$ cat config.mk
export PLATFORM = sky130hd
export DESIGN_NAME = awba_div
export DESIGN_NICKNAME = d
export VERILOG_FILES = /design/src/design/awba_pkg.sv /design/src/design/awba_div.sv
export SDC_FILE = /design/constraint.sdc
export NUM_CORES = 1
export LEC_CHECK = 0
export BUFFER_PORTS_ARGS = -buffer_cell sky130_fd_sc_hd__buf_2
export CAP_MARGIN = 15
export CORE_AREA = 2 2 119 121
export CTS_BUF_LIST = sky130_fd_sc_hd__clkbuf_8
export DETAILED_ROUTE_END_ITERATION = 10
export DIE_AREA = 0 0 121 123
export GPL_TIMING_DRIVEN = 0
export HOLD_SLACK_MARGIN = 0.08
export PLACE_DENSITY = 0.73
export REMOVE_ABC_BUFFERS = 1
export SLEW_MARGIN = 0
export SYNTH_ARGS = -nofsm -noshare
export SYNTH_HDL_FRONTEND = slang
export SYNTH_SLANG_ARGS = --single-unit
$ cat constraint.sdc
create_clock -name clk -period 2.85 [get_ports clk]
set_input_delay 0.285 -clock clk [delete_from_list [all_inputs] [get_ports clk]]
set_output_delay 0.285 -clock clk [all_outputs]
set_load 0.05 [all_outputs]
$ cat src/design/awba_pkg.sv
// Package: constants and types for the box average block
`timescale 1ns / 1ps
`default_nettype none
package awba_pkg;
	localparam int MAX_WIDTH = 64;
	localparam int MAX_HEIGHT = 64;
	localparam int FRAC_BITS = 8;
	localparam int XB = $clog2(MAX_WIDTH);
	localparam int YB = $clog2(MAX_HEIGHT);
	localparam int AB = XB + YB;
	localparam int CB = 15;
	localparam logic [7:0] BLACK = 8'd0;
	localparam logic KIND_LOAD = 1'b0;
	localparam logic KIND_QUERY = 1'b1;
	localparam logic CFG_WIDTH = 1'b0;
	localparam logic CFG_HEIGHT = 1'b1;
	// coverage of one pixel along one axis is at most 2^FRAC_BITS
	localparam int WB = FRAC_BITS + 1;
	// area up to (64*256)^2 = 2^28
	localparam int ARB = 2 * (CB - 1) + 1;
	// sum of weights*255 fits in ARB + 8
	localparam int SB = ARB + 8;
	typedef logic [CB-1:0] coord_t;
endpackage
`default_nettype wire

$ cat src/design/awba_div.sv
// Restoring divider: one quotient bit per cycle
`timescale 1ns / 1ps
`default_nettype none
module awba_div (
	input  wire logic                      clk,
	input  wire logic                      arst_n,
	input  wire logic                      start,
	input  wire logic [awba_pkg::SB-1:0]   num,
	input  wire logic [awba_pkg::ARB-1:0]  den,
	output logic                           done,
	output logic [7:0]                     quo
);
	import awba_pkg::*;
	localparam int CNTB = $clog2(SB + 1);
	logic [SB-1:0] q_q;
	logic [ARB:0] r_q;
	logic [ARB-1:0] d_q;
	logic [CNTB-1:0] cnt_q;
	logic busy_q;
	logic [ARB+1:0] trial;
	assign trial = {r_q, q_q[SB-1]} - {2'b0, d_q};
	always_ff @(posedge clk or negedge arst_n) begin
		if (!arst_n) begin
			busy_q <= 1'b0;
			cnt_q <= '0;
			done <= 1'b0;
		end else begin
			done <= 1'b0;
			if (start) begin
				busy_q <= 1'b1;
				cnt_q <= CNTB'(SB);
			end else if (busy_q) begin
				cnt_q <= cnt_q - 1'b1;
				if (cnt_q == CNTB'(1)) begin
					busy_q <= 1'b0;
					done <= 1'b1;
				end
			end
		end
	end
	always_ff @(posedge clk) begin
		if (start) begin
			q_q <= num;
			r_q <= '0;
			d_q <= den;
		end else if (busy_q) begin
			if (!trial[ARB+1]) begin
				r_q <= trial[ARB:0];
				q_q <= {q_q[SB-2:0], 1'b1};
			end else begin
				r_q <= {r_q[ARB-1:0], q_q[SB-1]};
				q_q <= {q_q[SB-2:0], 1'b0};
			end
		end
	end
	assign quo = (|q_q[SB-1:8]) ? 8'hFF : q_q[7:0];
endmodule
`default_nettype wire

* Word-level counts from Yosys, hierarchy flattened
Cells that the tools add are included.
Cells by class: add/sub/neg operators 2, equality and inequality tests 1, reductions and logical operators 2, muxes and demuxes 13
Operators with widths (count):
- $mux 37 | 2
- $sub 31x29->31 | 1
- $mux 30 | 1
- $reduce_or 29->1 | 1
- $mux 6 | 2
- $mux 8 | 1
- $mux 1 | 7
- $eq 6x1->1 const B | 1
- $sub 6x1->6 const B | 1
- $reduce_bool 2->1 | 1
Word-level totals: word-level logic and storage cells 24, bits of input ports 69, bits in registers 104

* Longest topological paths before layout
Gate-level depths: netlist of the first run.
depth in word-level cells 4, gate-level depth with buffers 12, gate-level depth less buffers 11

* Least setup slack after synthesis of the first run
OpenSTA, ideal clock, no wires.
path kind register to register, start register d_q[9], end register r_q[29], setup time 88 ps, buffers on the path 2, path slack 6 ps, data arrival time 2756 ps, cell stages (with the launch flop) 13, cells stage by stage edfxtp_1 inv_1 ha_1 buf_6 a21oi_2 o21ai_1 a221o_1 a2111o_1 a31oi_4 xnor2_4 buf_2 nand4_1 a311oi_2
On the way: cells in the longest elaborated chain, start to end 2
Ends and longest elaborated chain:
- start, declared | RTL line awba_div.sv:17 | logic [ARB-1:0] d_q;
- start signal, assigned | RTL line awba_div.sv:45 | d_q <= den;
- $sub 31x29->31 | RTL line awba_div.sv:21 | assign trial = {r_q, q_q[SB-1]} - {2'b0, d_q};
- $mux 30 | RTL line awba_div.sv:47 | if (!trial[ARB+1]) begin
- end signal, assigned | RTL line awba_div.sv:48 | r_q <= trial[ARB:0];
- end signal, assigned | RTL line awba_div.sv:51 | r_q <= {r_q[ARB-1:0], q_q[SB-1]};
- end, declared | RTL line awba_div.sv:16 | logic [ARB:0] r_q;
No other way between the ends. A chain may end at the register's enable or synchronous reset.

* Worst setup path in the final report of the first run
start register q_q[36], end register q_q[0], data pin
On the way: cells in the longest elaborated chain, start to end 4
Ends and longest elaborated chain:
- start, declared | RTL line awba_div.sv:15 | logic [SB-1:0] q_q;
- start signal, assigned | RTL line awba_div.sv:43 | q_q <= num;
- start signal, assigned | RTL line awba_div.sv:49 | q_q <= {q_q[SB-2:0], 1'b1};
- start signal, assigned | RTL line awba_div.sv:52 | q_q <= {q_q[SB-2:0], 1'b0};
- $sub 31x29->31 | RTL line awba_div.sv:21
- $mux 1 | RTL line awba_div.sv:47
- $mux 37 | RTL line awba_div.sv:46 | end else if (busy_q) begin
- $mux 37 | RTL line awba_div.sv:42 | if (start) begin
No other way between the ends. The select of a mux whose other input is x is not followed.

==> results of run 1 <==
## layout by cell type (no fill, tap or decap), types with 21 or more instances in the layout
cell           Yosys  layout
a211oi_1          29      25
dfxtp_1           30      30
buf_2              3      76
inv_1             41      41
mux2_2            37      37
dlygate4sd3_1      0      30
nand2_1           28      28
ha_1              31      26
mux2i_1           25      21
nor2_1            46      44
edfxtp_1          66      66
## final timing paths
kind / from / to / slack [ps] / cells past startpoint
worst max-delay path: q_q[36] / q_q[0] / -140 / 12
worst min register to register: r_q[28] / r_q[28] / 500 / 2
worst max register to register: q_q[36] / q_q[0] / -140 / 12
max in group asynchronous: arst_n / busy_q / 2420 / 2
worst min-delay path: num[24] / q_q[24] / 180 / 2
min in group asynchronous: arst_n / cnt_q[5] / 240 / 2
## repair_timing
action	in CTS	in global routing
hold buffers	30	0
gates cloned	2	1
resized for setup	23	19
hold endpoints to repair	37	0
pin swaps	9	12
setup endpoints to repair	31	31
setup buffers	9	4
## flip-flops by register name, indices dropped and copies added, names as in the netlist
signal	count
r_q	30
done	1
busy_q	1
cnt_q	6
d_q	29
q_q	37
## kinds of logic after synthesis
kind of cell             count (synthesis)
AO/OA/AOI/OAI                          109
XOR/XNOR                                32
adder cells (fa/ha/maj)                 32
buffers and inverters                   66
flip-flops                             104
multiplexers                            62
AND/OR/NAND/NOR                        151
## layout make-up
cell class	instances	area, sq um	share of cell area [%]
Tap cell	180	225	3.02
Multi-Input combinational cell	386	3100	41.6
Sequential cell	104	2780	37.3
Clock inverter	7	98.8	1.33
Clock buffer	9	124	1.66
Timing Repair Buffer	126	970	13.0
Inverter	41	154	2.06
## cell usage after synthesis, types with 7 or more instances
library cell / count
a21oi_1: 20
edfxtp_1: 66
clkbuf_1: 16
dfxtp_1: 30
xnor2_1: 15
nand2_1: 28
dfrtp_1: 8
nor2_1: 46
a211oi_1: 29
nor4_1: 7
ha_1: 31
nor3_1: 14
nand4_1: 10
mux2_2: 37
mux2i_1: 25
inv_1: 41
o21ai_0: 14
or3_1: 10
xor2_1: 16
## per-stage QoR
| stage | hold slack [ps] | setup WS (ps) |
|---|---|---|
| after detailed placement | 140 | -777 |
| after CTS | 158 | -95.7 |
| after floorplan | -10.6 | -476 |
| final | 181 | -137 |
| after global placement | 132 | -1220 |
| after global routing | 167 | -252 |
## critical path: cells and delay by family, from the launching register on
family	cells	cell delay (ps)
buffers and inverters	3	390
xor gates and xnor gates	1	150
and+or+nand+nor	1	60
AOI/OAI and AO/OA	4	1030
adders and majority gates	2	420
DFF	1	440
muxes	1	250
## per-layer routing
metal / up-vias / global-route usage [%] / share of wire, %
li1: 2276 / - / -
met3: 14 / 4.29 / 4.9
met1: 2199 / 21.8 / 45
met2: 113 / 30.4 / 49
met5: - / 0 / 0
met4: 0 / 6.76 / 1.4
## report_power, final
group | switching, uW | internal [uW] | total [uW]
combinational | 1610 | 1740 | 3350
sequential | 203 | 1900 | 2100
clock | 587 | 435 | 1020
==> flow_summary_export.csv, run 1 <==
group,metric,value,unit
timing,maxSlewViolCount,0,
worst_setup_path,cp_data_arrival_time,3140,ps
synthesis,synth.distinct_cells,59,
synthesis,syn_area,5960,sq um
placement,finalWeightedCongestion,0.877,
synthesis,synth_top_family_by_area,"compound AO/OA/AOI/OAI gates",
worst_setup_path,slowest_stage,"a2111o_1",
route,drcViolationCount,0,
synthesis,yosysSeqAreaShare,46.7,%
timing,worst-slew-pin-transition,745,ps
route,drtIter0Drc,241,
synthesis,synth_area_per_cell,10.7,sq um
die,placementRows,43,
synthesis,synthXorXnorAreaFrac,5.02,%
clocking,cts_root_buffer,"clkbuf_8",
timing,relSlewSlack,50.3,%
timing,fmax,335,MHz
synthesis,synth_cells,556,
power_and_ir_drop,power_density,868,nW/um^2
die,die_h,123,um
clocking,clkSinkCount,104,
finish,fin_nets,769,
synthesis,ys_ff_latch,104,
die,io-pin-count,78,
power_and_ir_drop,irDropWorstVdd,0.478,mV
outcome,outcome,"finished with violations",
global_route,grt_first_pass_wirelength,21.1,mm
route,drtAntennaViolNets,0,
synthesis,synth_top_area_share,33.3,%
synthesis,synth.area.top_cells,"edfxtp_1 (33%), dfxtp_1 (10%), mux2_2 (7.0%), ha_1 (6.5%), mux2i_1 (4.2%)",
timing,hold_viol_final,0,
clocking,htree_levels,3,
synthesis,yosys_warnings,0,
global_route,grt_max_degree,73,
clocking,clk_path_buf_depth,2,
finish,antenna_cells,0,
clocking,tritoncts,"built",
clocking,cts_made_buffers,9,
placement,io_buffers,77,
global_route,track_usage,17.8,%
synthesis,synth-compound-area-share,13.1,%
die,dieArea,14900,sq um
synthesis,synthArstFlopShare,7.69,%
power_and_ir_drop,finalPower,6470,uW
synthesis,synth_edf_count,66,
synthesis,synthMuxAreaShare,11.2,%
finish,syn_to_final_growth,25.1,%
worst_setup_path,slowest_delay,470,ps
timing,fin_tns_setup,-1780,ps
clocking,clk_pin_slew,110,ps
synthesis,synth_top_area_cell,"edfxtp_1",
outcome,violations,"negative setup slack",
worst_setup_path,endpoint_kind,"register",
worst_setup_path,startpoint_type,"register",
hold_path,hp-class,"in -> reg",
worst_setup_path,critical_path_class,"reg -> reg",
global_route,grt.overflow.total,0,
die,core,13600,sq um
finish,fill_cells,1183,
route,dr.pass1.iters,4,
route,wl,13.2,mm
finish,drive_gt1_share,27.9,%
route,routedWlPerCell,15.4,um
timing,fin_skew,14.2,ps
global_route,grt_pass1_vias,4570,
timing,setup_slack,-137,ps
timing,period_minus_slack,2990,ps
die,die_w,121,um
timing,rsz0062_at_grt,"yes",
placement,place_inst,792,
power_and_ir_drop,p_leak,0.00303,uW
route,vias_per_cell,5.40,
worst_setup_path,crit_required,3010,ps
flow_run,cap_violations,0,
synthesis,ys.flop_type,"edfxtp_1",
worst_setup_path,worstPathMaxFanout,4,
timing,setup_viol,22,
placement,place_area,6560,sq um
synthesis,synth_fa_ha_area_share,6.84,%
global_route,antenna_found_initial,0,
route,vias,4602,
die,initial_core_util,43.8,%
clocking,insertion_delay,400,ps
synthesis,yosys.area_share.simple,12.7,%
timing,final.period_utilization,105,%
finish,final_util,54.8,%
finish,stdcell_count,853,
placement,dp_hpwl,8.77,mm
worst_setup_path,cp_cell_sequence,"inv_1 -> ha_2 -> fa_2 -> nor2b_4 -> o2111ai_4 -> a21oi_4 -> a2111o_1 -> a31oi_4 -> xnor2_4 -> buf_6 -> clkbuf_16 -> mux2_2",
finish,final_area,7450,sq um
(Power assumes the default switching activity.)
==> run 2: changes to the inputs <==
--- a/config.mk
+++ b/config.mk
@@ -5,15 +5,15 @@
 export SDC_FILE = /design/constraint.sdc
 export NUM_CORES = 1
 export LEC_CHECK = 0
-export BUFFER_PORTS_ARGS = -buffer_cell sky130_fd_sc_hd__buf_2
 export CAP_MARGIN = 15
 export CORE_AREA = 2 2 119 121
 export CTS_BUF_LIST = sky130_fd_sc_hd__clkbuf_8
 export DETAILED_ROUTE_END_ITERATION = 10
 export DIE_AREA = 0 0 121 123
+export DONT_BUFFER_PORTS = 1
 export GPL_TIMING_DRIVEN = 0
 export HOLD_SLACK_MARGIN = 0.08
-export PLACE_DENSITY = 0.73
+export PLACE_DENSITY = 0.68
 export REMOVE_ABC_BUFFERS = 1
 export SLEW_MARGIN = 0
 export SYNTH_ARGS = -nofsm -noshare
==> run 2 against run 1 <==
Sequential power hardly changed. Count of clock-buffer cells in the layout unchanged. Non-clock buffer count fell by 80. Flip-flop and latch count stayed put. Largest cell class unchanged. Critical path type unchanged. Core utilization shrank 3.9 points. The flow still finishes with violations (negative setup slack).
==> flow_summary_export.csv, run 2 (synthesis gave the netlist of run 1 again) <==
group,metric,value,unit
route,route.met2.wl,6.09,mm
finish,max_flop_register,"q_q",
finish,fin_nets,689,
die,initial_core_util,43.8,%
power_and_ir_drop,irDropWorstVdd,0.418,mV
route,vias,4252,
placement,dp_hpwl,8.26,mm
hold_path,hp-class,"in -> reg",
power_and_ir_drop,clockPowerShare,15.1,%
hold_path,worstHoldPathCells,1,
worst_setup_path,cp-startpoint,"d_q[9]",
worst_setup_path,slowest_stage,"a2111o_1",
global_route,track_usage,17.9,%
finish,layout_common_cells,"edfxtp_1 (66), nor2_1 (45), inv_1 (39), mux2_2 (37)",
placement,finalWeightedCongestion,0.883,
timing,rsz0062_at_grt,"yes",
clocking,cts_made_buffers,9,
route,wl_met1,5.61,mm
global_route,antenna_found_initial,0,
finish,multi_input_area,3060,sq um
route,routedWlPerCell,16.5,um
route,wl_met3,853,um
timing,relSlewSlack,42.4,%
clocking,clk_pin_slew,110,ps
die,die_h,123,um
die,dieArea,14900,sq um
finish,layout_commonest_cell,"edfxtp_1",
finish,fill_cells,1228,
worst_setup_path,startpoint_type,"register",
power_and_ir_drop,p_leak,0.00267,uW
finish,stdcell_count,773,
timing,maxSlewViolCount,0,
finish,reg.largest.list,"q_q: 37 flops, r_q: 30 flops, d_q: 29 flops",
worst_setup_path,crit_required,3000,ps
clocking,clk_path_buf_depth,2,
route,drcViolationCount,0,
global_route,grt_first_pass_wirelength,21.2,mm
route,drtAntennaViolNets,0,
die,core,13600,sq um
worst_setup_path,endpoint_kind,"register",
power_and_ir_drop,combPwrFrac,50.3,%
route,drtIter0Drc,190,
outcome,violations,"negative setup slack",
worst_setup_path,r2r-end,"q_q[0]",
global_route,grt.overflow.total,0,
route,top_layer,"met4",
power_and_ir_drop,power_density,870,nW/um^2
timing,setup_slack,-90.7,ps
power_and_ir_drop,internal_power,3760,uW
clocking,htree_levels,3,
timing,setup_viol,14,
worst_setup_path,crit_family,"compound AO/OA/AOI/OAI gates",
worst_setup_path,cp_cell_sequence,"inv_1 -> ha_4 -> a21oi_4 -> o21ai_2 -> a221o_1 -> a2111o_1 -> a31oi_4 -> xnor2_4 -> buf_6 -> buf_16 -> mux2_2",
global_route,grt_max_degree,65,
timing,fin_skew,7.50,ps
route,wl,12.8,mm
die,placementRows,43,
finish,syn_to_final_growth,16.3,%
timing,final.period_utilization,103,%
worst_setup_path,worstPathMaxFanout,7,
timing,worst-slew-pin-transition,862,ps
die,io-pin-count,78,
finish,antenna_cells,0,
placement,io_buffers,0,
hold_path,hold_end,"q_q[22]",
finish,drive_gt1_share,17.2,%
flow_run,cap_violations,0,
die,die_w,121,um
clocking,clkSinkCount,104,
finish,largest_reg_flops,37,
power_and_ir_drop,sw_frac_of_total,37.6,%
timing,fmax,340,MHz
route,vias_per_cell,5.50,
worst_setup_path,critical_path_class,"reg -> reg",
clocking,tritoncts,"built",
finish,seqCellArea,2780,sq um
clocking,cts_root_buffer,"clkbuf_8",
power_and_ir_drop,switching_power,2270,uW
worst_setup_path,r2r-start,"d_q[9]",
placement,place_inst,714,
worst_setup_path,cp_data_arrival_time,3090,ps
global_route,grt_pass1_vias,4385,
power_and_ir_drop,power_frac_seq,34.6,%
outcome,outcome,"finished with violations",
worst_setup_path,slowest_delay,450,ps
clocking,insertion_delay,390,ps
finish,final_util,50.9,%
hold_path,worstHoldStart,"num[22]",
worst_setup_path,ff2ff_setup_slack,-90,ps
worst_setup_path,cp_num_buf_inv,3,
worst_setup_path,ff2ff_path_depth,11,
timing,period_minus_slack,2940,ps
route,dr.pass1.iters,5,
timing,hold_viol_final,0,
## run 2: changes by cell type in the layout (fill, tap and decap cells not counted), sizes merged
cell / change
clkbuf: -1
clkinvlp: +1
bufinv: -1
bufbuf: -1
inv: +1
clkinv: -1
buf: -78
## run 2: worst max path at each step
stage,endpoint,cells after the start
floorplan,r_q[1],11
global placement,r_q[17],11
detailed placement,r_q[1],12
CTS,q_q[0],12
global route,r_q[14],12
finish,q_q[0],11
## run 2: timing repair
item / 4_1_cts / 5_1_grt
gates cloned: 2 / 0
pin swaps: 12 / 15
setup endpoints to repair: 31 / 31
buffers inserted: 8 / 2
endpoints found under the hold margin: 100 / 0
gates resized for setup: 22 / 15
hold buffers: 31 / 0
## run 2: metrics by stage
stage	area, sq um	hold slack (ps)	worst slack, ps	setup TNS [ps]	power (uW)
floorplan	5850	-10.6	-476	-12880	4070
global placement	6070	-10.4	-1180	-54520	4450
detailed placement	6130	-10.3	-794	-18420	4560
CTS	6840	80.9	-100	-983	5960
global route	6930	88.7	-221	-5090	6460
finish	6930	102	-90.7	-838	6030
## run 2: metal layers
metal	track usage, %	up-vias
met5	0	-
met4	7.05	0
met3	5.17	18
met2	29.7	108
met1	22.0	2013
li1	-	2113
## run 2: area by class of cell
cell class / count / share of cell area (%)
Timing Repair Buffer: 46 / 7.51
Clock inverter: 7 / 0.903
Tap cell: 180 / 3.25
Multi-Input combinational cell: 386 / 44.1
Sequential cell: 104 / 40.2
Inverter: 41 / 2.22
Clock buffer: 9 / 1.79
## run 2: power by group through the flow
stage / clock network (uW) / registers, uW / logic, uW
final: 909 / 2090 / 3030
after detailed placement: 0 / 2110 / 2460
after CTS: 948 / 2080 / 2930
after global routing: 990 / 2130 / 3340
after global placement: 0 / 2100 / 2350
after floorplan: 0 / 2060 / 2010
==> run 3: changes to the inputs <==
--- a/config.mk
+++ b/config.mk
@@ -13,6 +13,7 @@
 export DONT_BUFFER_PORTS = 1
 export GPL_TIMING_DRIVEN = 0
 export HOLD_SLACK_MARGIN = 0.08
+export MAX_ROUTING_LAYER = met4
 export PLACE_DENSITY = 0.68
 export REMOVE_ABC_BUFFERS = 1
 export SLEW_MARGIN = 0
==> run 3 against run 2 <==
The flow still finishes with violations (negative setup slack). Register-to-register slack about the same. Clock power decreased by 0.4%. Die area unchanged. Core utilization unchanged. Clock skew increased by 1.8 ps. Global-route usage increased by 0.56 points. Maximum frequency about the same. Sequential power about the same. Cell count unchanged. Via count decreased by 0.12%. Largest power group unchanged.
==> flow_summary_export.csv, run 3 (synthesis gave the netlist of run 1 again) <==
group,metric,value,unit
hold_path,worstHoldPathCells,1,
global_route,use_met2,29.8,%
finish,largest_reg_flops,37,
finish,fill_cells,1228,
route,vias,4247,
die,die_h,123,um
timing,relSlewSlack,42.2,%
route,drcViolationCount,0,
finish,seqCellArea,2780,sq um
finish,reg.largest.list,"q_q: 37 flops, r_q: 30 flops, d_q: 29 flops",
global_route,use_met3,4.47,%
global_route,grt_first_pass_wirelength,21.1,mm
outcome,outcome,"finished with violations",
die,dieArea,14900,sq um
finish,max_flop_register,"q_q",
die,io-pin-count,78,
clocking,clk_pin_slew,110,ps
worst_setup_path,ff2ff_path_depth,11,
hold_path,hp-class,"in -> reg",
die,die_w,121,um
finish,syn_to_final_growth,16.3,%
route,dr.pass1.iters,4,
clocking,cts_root_buffer,"clkbuf_8",
global_route,grt_max_degree,65,
timing,setup_viol,15,
timing,fin_skew,9.31,ps
route,drtAntennaViolNets,0,
clocking,insertion_delay,390,ps
hold_path,worstHoldStart,"num[22]",
worst_setup_path,r2r-start,"d_q[9]",
timing,fin_tns_setup,-863,ps
finish,antenna_cells,0,
placement,place_ws,-794,ps
worst_setup_path,critical_path_class,"reg -> reg",
timing,rsz0062_at_grt,"yes",
clocking,htree_levels,3,
worst_setup_path,cp-startpoint,"d_q[9]",
worst_setup_path,crit_required,3000,ps
power_and_ir_drop,finalPower,6030,uW
timing,setup_slack,-92.4,ps
clocking,clk_path_buf_depth,2,
timing,final.period_utilization,103,%
finish,fin_nets,689,
power_and_ir_drop,power_density,870,nW/um^2
worst_setup_path,worstPathMaxFanout,7,
placement,place_area,6130,sq um
power_and_ir_drop,p_leak,0.00267,uW
die,initial_core_util,43.8,%
worst_setup_path,startpoint_type,"register",
die,placementRows,43,
timing,maxSlewViolCount,0,
placement,finalWeightedCongestion,0.898,
finish,drive_gt1_share,17.2,%
clocking,cts_made_buffers,9,
finish,multi_input_area,3060,sq um
placement,io_buffers,0,
global_route,grt.overflow.total,0,
worst_setup_path,ff2ff_setup_slack,-90,ps
timing,fmax,340,MHz
flow_run,cap_violations,0,
outcome,violations,"negative setup slack",
timing,worst-slew-pin-transition,866,ps
global_route,grt_util_met1,22.4,%
route,drtIter0Drc,203,
global_route,busiest_layer,"met2",
finish,final_area,6930,sq um
finish,layout_commonest_cell,"edfxtp_1",
route,wl,12.8,mm
global_route,grt_pass1_vias,4421,
worst_setup_path,cp_data_arrival_time,3090,ps
worst_setup_path,endpoint_kind,"register",
global_route,track_usage,18.4,%
clocking,tritoncts,"built",
die,core,13600,sq um
clocking,clkSinkCount,104,
hold_path,hold_end,"q_q[22]",
finish,layout_common_cells,"edfxtp_1 (66), nor2_1 (45), inv_1 (39), mux2_2 (37)",
placement,dp_hpwl,8.26,mm
power_and_ir_drop,irDropWorstVdd,0.416,mV
timing,hold_viol_final,0,
route,vias_per_cell,5.49,
route,routedWlPerCell,16.5,um
worst_setup_path,r2r-end,"q_q[0]",
global_route,antenna_found_initial,0,
timing,period_minus_slack,2940,ps
-- run 3: cell counts in the layout (fill, tap and decap cells not counted) --
No cell type changed its count.
-- run 3: timing repair --
action	4_1_cts	5_1_grt
resized for setup	22	15
hold buffers	31	0
endpoints found under the setup margin	31	31
cloned	2	0
endpoints found under the hold margin	100	0
pin swaps	12	15
buffers inserted	8	2
-- run 3: metal layers --
metal	up-vias	share of wire, %	wire length (um)
met5	-	0	0
met4	0	1.4	176
met3	14	5.3	675
met2	108	48	6140
met1	2014	45	5790
li1	2111	-	-
-- run 3: worst max-delay path, stage by stage, from the launching register on --
cell	delay [ps]
edfxtp_1	370
inv_1	100
ha_4	240
a21oi_4	170
o21ai_2	80
a221o_1	390
a2111o_1	450
a31oi_4	240
xnor2_4	120
buf_6	160
buf_16	130
mux2_2	250
-- run 3: cell type report --
type | instances | area share, %
Multi-Input combinational cell | 386 | 44.1
Sequential cell | 104 | 40.2
Timing Repair Buffer | 46 | 7.51
Tap cell | 180 | 3.25
Clock inverter | 7 | 0.903
Clock buffer | 9 | 1.79
Inverter | 41 | 2.22
-- run 3: per-stage QoR --
stage	utilization, %	std cells	hold WS [ps]
after floorplan	-	531	-10.6
after global placement	44.6	711	-10.4
after detailed placement	45.0	714	-10.3
after CTS	50.2	771	80.9
after global routing	50.9	773	83.5
final	50.9	773	107
-- run 3: where the power goes --
group / internal (uW) / total [uW] / switching (uW) / leakage, uW
sequential: 1900 / 2090 / 192 / 0.00102
clock: 338 / 905 / 567 / 0.0000932
combinational: 1530 / 3040 / 1510 / 0.00157
-- run 3: how the worst max path moves through the flow --
stage	depth (start not counted)	slack, ps	endpoint
after global placement	11	-1180	r_q[17]
after detailed placement	12	-790	r_q[1]
after floorplan	11	-480	r_q[1]
after CTS	12	-100	q_q[0]
final	11	-90	q_q[0]
after global routing	12	-220	r_q[14]
